### config.mk
export PLATFORM = sky130hd
export DESIGN_NAME = rbsi_div
export DESIGN_NICKNAME = d
export VERILOG_FILES = /design/src/design/rbsi_pkg.sv /design/src/design/rbsi_div.sv
export SDC_FILE = /design/constraint.sdc
export NUM_CORES = 2
export LEC_CHECK = 0
export BUFFER_PORTS_ARGS = -buffer_cell sky130_fd_sc_hd__clkbuf_2
export CAP_MARGIN = 20
export CORE_MARGIN = 2
export CORE_UTILIZATION = 35
export DETAILED_ROUTE_END_ITERATION = 10
export PLACE_DENSITY_LB_ADDON = 0.25
export SETUP_SLACK_MARGIN = 0.5
export SYNTH_ARGS = -nofsm -noshare
export SYNTH_HDL_FRONTEND = slang
export SYNTH_SLANG_ARGS = --single-unit
### constraint.sdc
create_clock -name aclk -period 6.4 [get_ports aclk]
set_clock_uncertainty 0.2 [all_clocks]
set_input_delay 1.28 -clock aclk [delete_from_list [all_inputs] [get_ports aclk]]
set_output_delay 1.28 -clock aclk [all_outputs]
set_load 0.02 [all_outputs]
### src/design/rbsi_pkg.sv
// Shared constants, face codes and saturation helper for the ray/box slab unit.
package rbsi_pkg;

    localparam int FRAC_BITS_DEF = 16;
    localparam int MAX_LEVEL_DEF = 14;
    localparam int DIV_STAGES    = 32;

    localparam logic [2:0] FACE_X_LO = 3'd0;
    localparam logic [2:0] FACE_X_HI = 3'd1;
    localparam logic [2:0] FACE_Y_LO = 3'd2;
    localparam logic [2:0] FACE_Y_HI = 3'd3;
    localparam logic [2:0] FACE_Z_LO = 3'd4;
    localparam logic [2:0] FACE_Z_HI = 3'd5;

    localparam logic signed [31:0] T_MIN = 32'sh8000_0000;
    localparam logic signed [31:0] T_MAX = 32'sh7fff_ffff;

    // signed result from sign and magnitude, clipped to 32 bits
    function automatic logic signed [31:0] sat32(input logic neg, input logic [32:0] mag);
        logic signed [31:0] r;
        if (neg) begin
            if (mag[32] || mag[31]) begin
                r = T_MIN;
            end else begin
                r = -$signed({1'b0, mag[30:0]});
            end
        end else begin
            if (mag[32] || mag[31]) begin
                r = T_MAX;
            end else begin
                r = $signed({1'b0, mag[30:0]});
            end
        end
        return r;
    endfunction

endpackage

### src/design/rbsi_div.sv
// Pipelined restoring divider: one quotient bit per stage, saturation flag on overflow.
module rbsi_div #(
    parameter int FRAC_BITS = rbsi_pkg::FRAC_BITS_DEF,
    parameter int NUMW      = 34
) (
    input  logic              aclk,
    input  logic              en,
    input  logic [NUMW-1:0]   num_mag,
    input  logic [32:0]       den,
    output logic [31:0]       quo,
    output logic              sat
);

    localparam int STAGES = rbsi_pkg::DIV_STAGES;
    localparam int NMW    = NUMW + FRAC_BITS;
    localparam int HW     = NMW - 32;
    localparam int CW     = ((HW > 33) ? HW : 33) + 1;

    logic [NMW-1:0] nsh;
    logic [CW-1:0]  nhi_w;
    logic [CW-1:0]  den_w;
    logic           sat_in;

    logic [32:0] rem_reg [0:STAGES-1];
    logic [31:0] wrd_reg [0:STAGES-1];
    logic [32:0] den_reg [0:STAGES-1];
    logic        sat_reg [0:STAGES-1];

    always_comb begin
        nsh    = NMW'(num_mag) << FRAC_BITS;
        nhi_w  = CW'(nsh[NMW-1:32]);
        den_w  = CW'(den);
        sat_in = (nhi_w >= den_w);
    end

    for (genvar k = 0; k < STAGES; k++) begin : g_stage
        logic [32:0] src_rem;
        logic [31:0] src_wrd;
        logic [32:0] src_den;
        logic        src_sat;
        logic [33:0] trial;
        logic        ge;

        if (k == 0) begin : g_first
            assign src_rem = nhi_w[32:0];
            assign src_wrd = nsh[31:0];
            assign src_den = den;
            assign src_sat = sat_in;
        end else begin : g_rest
            assign src_rem = rem_reg[k-1];
            assign src_wrd = wrd_reg[k-1];
            assign src_den = den_reg[k-1];
            assign src_sat = sat_reg[k-1];
        end

        assign trial = {src_rem, src_wrd[31]};
        assign ge    = (trial >= {1'b0, src_den});

        always_ff @(posedge aclk) begin
            if (en) begin
                rem_reg[k] <= ge ? 33'(trial - {1'b0, src_den}) : trial[32:0];
                wrd_reg[k] <= {src_wrd[30:0], ge};
                den_reg[k] <= src_den;
                sat_reg[k] <= src_sat;
            end
        end
    end

    assign quo = wrd_reg[STAGES-1];
    assign sat = sat_reg[STAGES-1];

endmodule

==> impl_metrics.yaml <==
detailed_routing:
  drc: 0
  drt_first_pass_iters: 6
  vias_per_cell: 5.03
  ant_nets: 0
  drt_first_iter_violations: 6235
  wl_um: 340000
  vias: 94600
  wl_per_cell_um: 18.1
floorplanning:
  rows: 239
  core_area_um2: 423000
  die_area_um2: 429000
  ios: 102
  die_y_um: 655
  dieWidth_um: 655
  start_util_pct: 35.1
clock_network:
  cts_tree: "built"
  clock-root-buffer: "clkbuf_16"
  ctsResizeCount: 0
  cts_buffer_depth: 4
  cts_hold_buf: 0
  clk_pin_slew_ns: 0.06
  insertion_delay_ns: 0.94
  clock_sinks: 2726
  numCtsBuffers: 324
  h-tree-depth: 5
  postCtsSetupRepairBufs: 0
global_route:
  grt_usage_pct: 15.4
  grt_pass1_wl_um: 529000
  antenna_found_initial: 8
  grt_overflow_total: 0
  grt_max_degree: 181
  grt_pass1_vias: 93200
placed_design:
  routabilityCongestion: 0.883
  dp_hpwl_um: 253000
  place.port_buffers: 101
  pre_cts_ws_ns: 1.23
critical_path:
  path_max_fanout: 22
  worstSetupPathType: "reg2reg"
  r2r_slack_ns: 1.13
  critPathArrivalTime_ns: 5.73
  worstSetupEndpointType: "register"
  cp_data_required_time_ns: 6.86
  start_kind: "register"
layout:
  drive_above_1_share_pct: 9.74
  syn2layout_area_growth_pct: 12.2
  fillers: 40500
  final_util_pct: 39.4
  final_nets: 14000
synth:
  synth_edf_count: 2726
  ys.flop_type: "edfxtp_1"
  synth.net_count: 13800
  syn_area_um2: 148000
  yosys.cell_types.count: 81
  synthCells: 12700
  synth_seq_cells: 2726
  synthArstFlopShare_pct: 0
  ys_seq_area_share_pct: 55.1
  yosys_warnings: 0
  syn_avg_cell_area_um2: 11.7
sta:
  setup_viol_count_final: 0
  finalWorstSetupSlack_ns: 1.13
  post-route-min-period_ns: 5.27
  rsz0062_at_grt: "false"
  max_slew_margin_pct: -1.32
  period_share_pct: 82.3
  tns_ns: 0
  hold_violations: 0
  max_freq_ghz: 0.190
  slew_violations: 31
  worst_pin_slew_ns: 1.52
pwr:
  leakage_nw: 66.6
  ir_drop_v: 0.000290
  p_per_area_nw_per_um2: 511
job:
  cap_violations: 0
run_status:
  violations: "slew limit"
  status: "finished with violations"
min_path:
  hold_class: "reg2reg"
[metal layers]
metal	vias to the layer above	part of all wire [%]	GRT usage, %
li1	47000	-	-
met1	45400	43	19.2
met2	1645	50	27.8
met3	561	3.5	1.80
met4	2	3.1	4.92
met5	-	0.0029	0
[cell usage in the layout (no fill, tap or decap), types with 53 or more instances in the layout]
cell       instances
inv_1           1312
xor2_1           293
a31oi_1          101
nand2_1          635
edfxtp_1        2726
nand3_1          207
o21a_1           139
a21boi_0          53
a211oi_1          60
a21o_1           527
a21oi_1         1138
nand4_1          162
and3_1            67
clkbuf_16        333
xnor2_1          599
o21ai_0          678
nand2b_1         160
buf_4             61
mux2_2           509
clkbuf_2         100
clkbuf_1          58
nor3_1           105
nor2_1           737
and2_1            55
o21bai_1         154
o31ai_1           70
ha_1            1059
nor2b_1          153
[power breakdown]
part / switching [mW] / internal, mW
clock: 7.56 / 10.9
sequential: 2.96 / 26.2
combinational: 20.4 / 17.0
[critical path: stages (launching register included)]
cell       delay [ns]
edfxtp_1         0.35
inv_1            0.08
ha_1             0.17
inv_1            0.06
fa_1             0.40
a21oi_1          0.21
o21ai_1          0.11
a221o_1          0.33
a2111oi_1        0.73
o31a_1           0.38
o31ai_1          0.12
o21ai_1          0.24
a21boi_0         0.17
o31ai_1          0.52
and2_1           0.23
buf_4            0.31
mux2_2           0.38
[final timing paths]
kind / cells after the start / endpoint / start
setup / recovery: 16 / rem_reg[0][172] / wrd_reg[0][159]
hold / removal: 0 / wrd_reg[1][364] / wrd_reg[1][331]
setup reg to reg: 16 / rem_reg[0][172] / wrd_reg[0][159]
hold reg to reg: 0 / wrd_reg[1][364] / wrd_reg[1][331]
[stage by stage]
stage | std cells | cell area (um^2) | hold slack [ns] | total power [mW]
floorplan | 12700 | 148000 | 0.200 | 57.2
global placement | 18200 | 156000 | 0.200 | 66.6
detailed placement | 18200 | 156000 | 0.205 | 66.7
CTS | 18800 | 167000 | 0.194 | 85.8
global route | 18800 | 167000 | 0.201 | 91.1
finish | 18800 | 167000 | 0.203 | 85.1
[cells by family after synthesis]
| logic type | after synthesis | share of synthesized area (%) |
|---|---|---|
| and+or+nand+nor | 2480 | 7.99 |
| buffers and inverters | 1620 | 4.15 |
| xor gates and xnor gates | 892 | 5.26 |
| AOI/OAI and AO/OA | 3316 | 14.0 |
| DFF | 2726 | 55.1 |
| adders and majority gates | 1090 | 9.34 |
| muxes | 546 | 4.16 |
[Yosys cell counts (39+ instances only)]
library cell	number	share of area (%)
edfxtp_1	2726	55
inv_1	1312	3.3
a21oi_1	1142	3.8
ha_1	1059	8.9
nor2_1	737	1.9
o21ai_0	679	2.3
nand2_1	636	1.6
xnor2_1	599	3.5
a21o_1	527	2.7
mux2_2	509	3.9
xor2_1	293	1.7
clkbuf_1	270	0.68
nand3_1	207	0.70
nand4_1	162	0.68
nand2b_1	160	0.67
o21bai_1	154	0.78
nor2b_1	153	0.64
o21a_1	139	0.70
nor3_1	106	0.36
a31oi_1	103	0.43
o31ai_1	70	0.35
and3_1	67	0.28
a211oi_1	60	0.30
and2_1	55	0.23
a21boi_0	53	0.27
o211ai_1	46	0.23
and4_1	45	0.27
or3_1	45	0.19
a211o_1	44	0.26
nor4_1	39	0.16
[layout make-up]
cell class                 instances  area, um^2  share of cell area (%)
antenna                            5        12.5                 0.00751
clock inverter                   191        2020                    1.22
timing repair buffer             185        1450                   0.868
tap                             5663        7090                    4.25
inverter                        1314        4930                    2.96
sequential                      2726       81900                    49.1
clock buffer                     391        8550                    5.13
multi-input combinational       8324       60700                    36.4
Power figures use the tool's default switching activity.
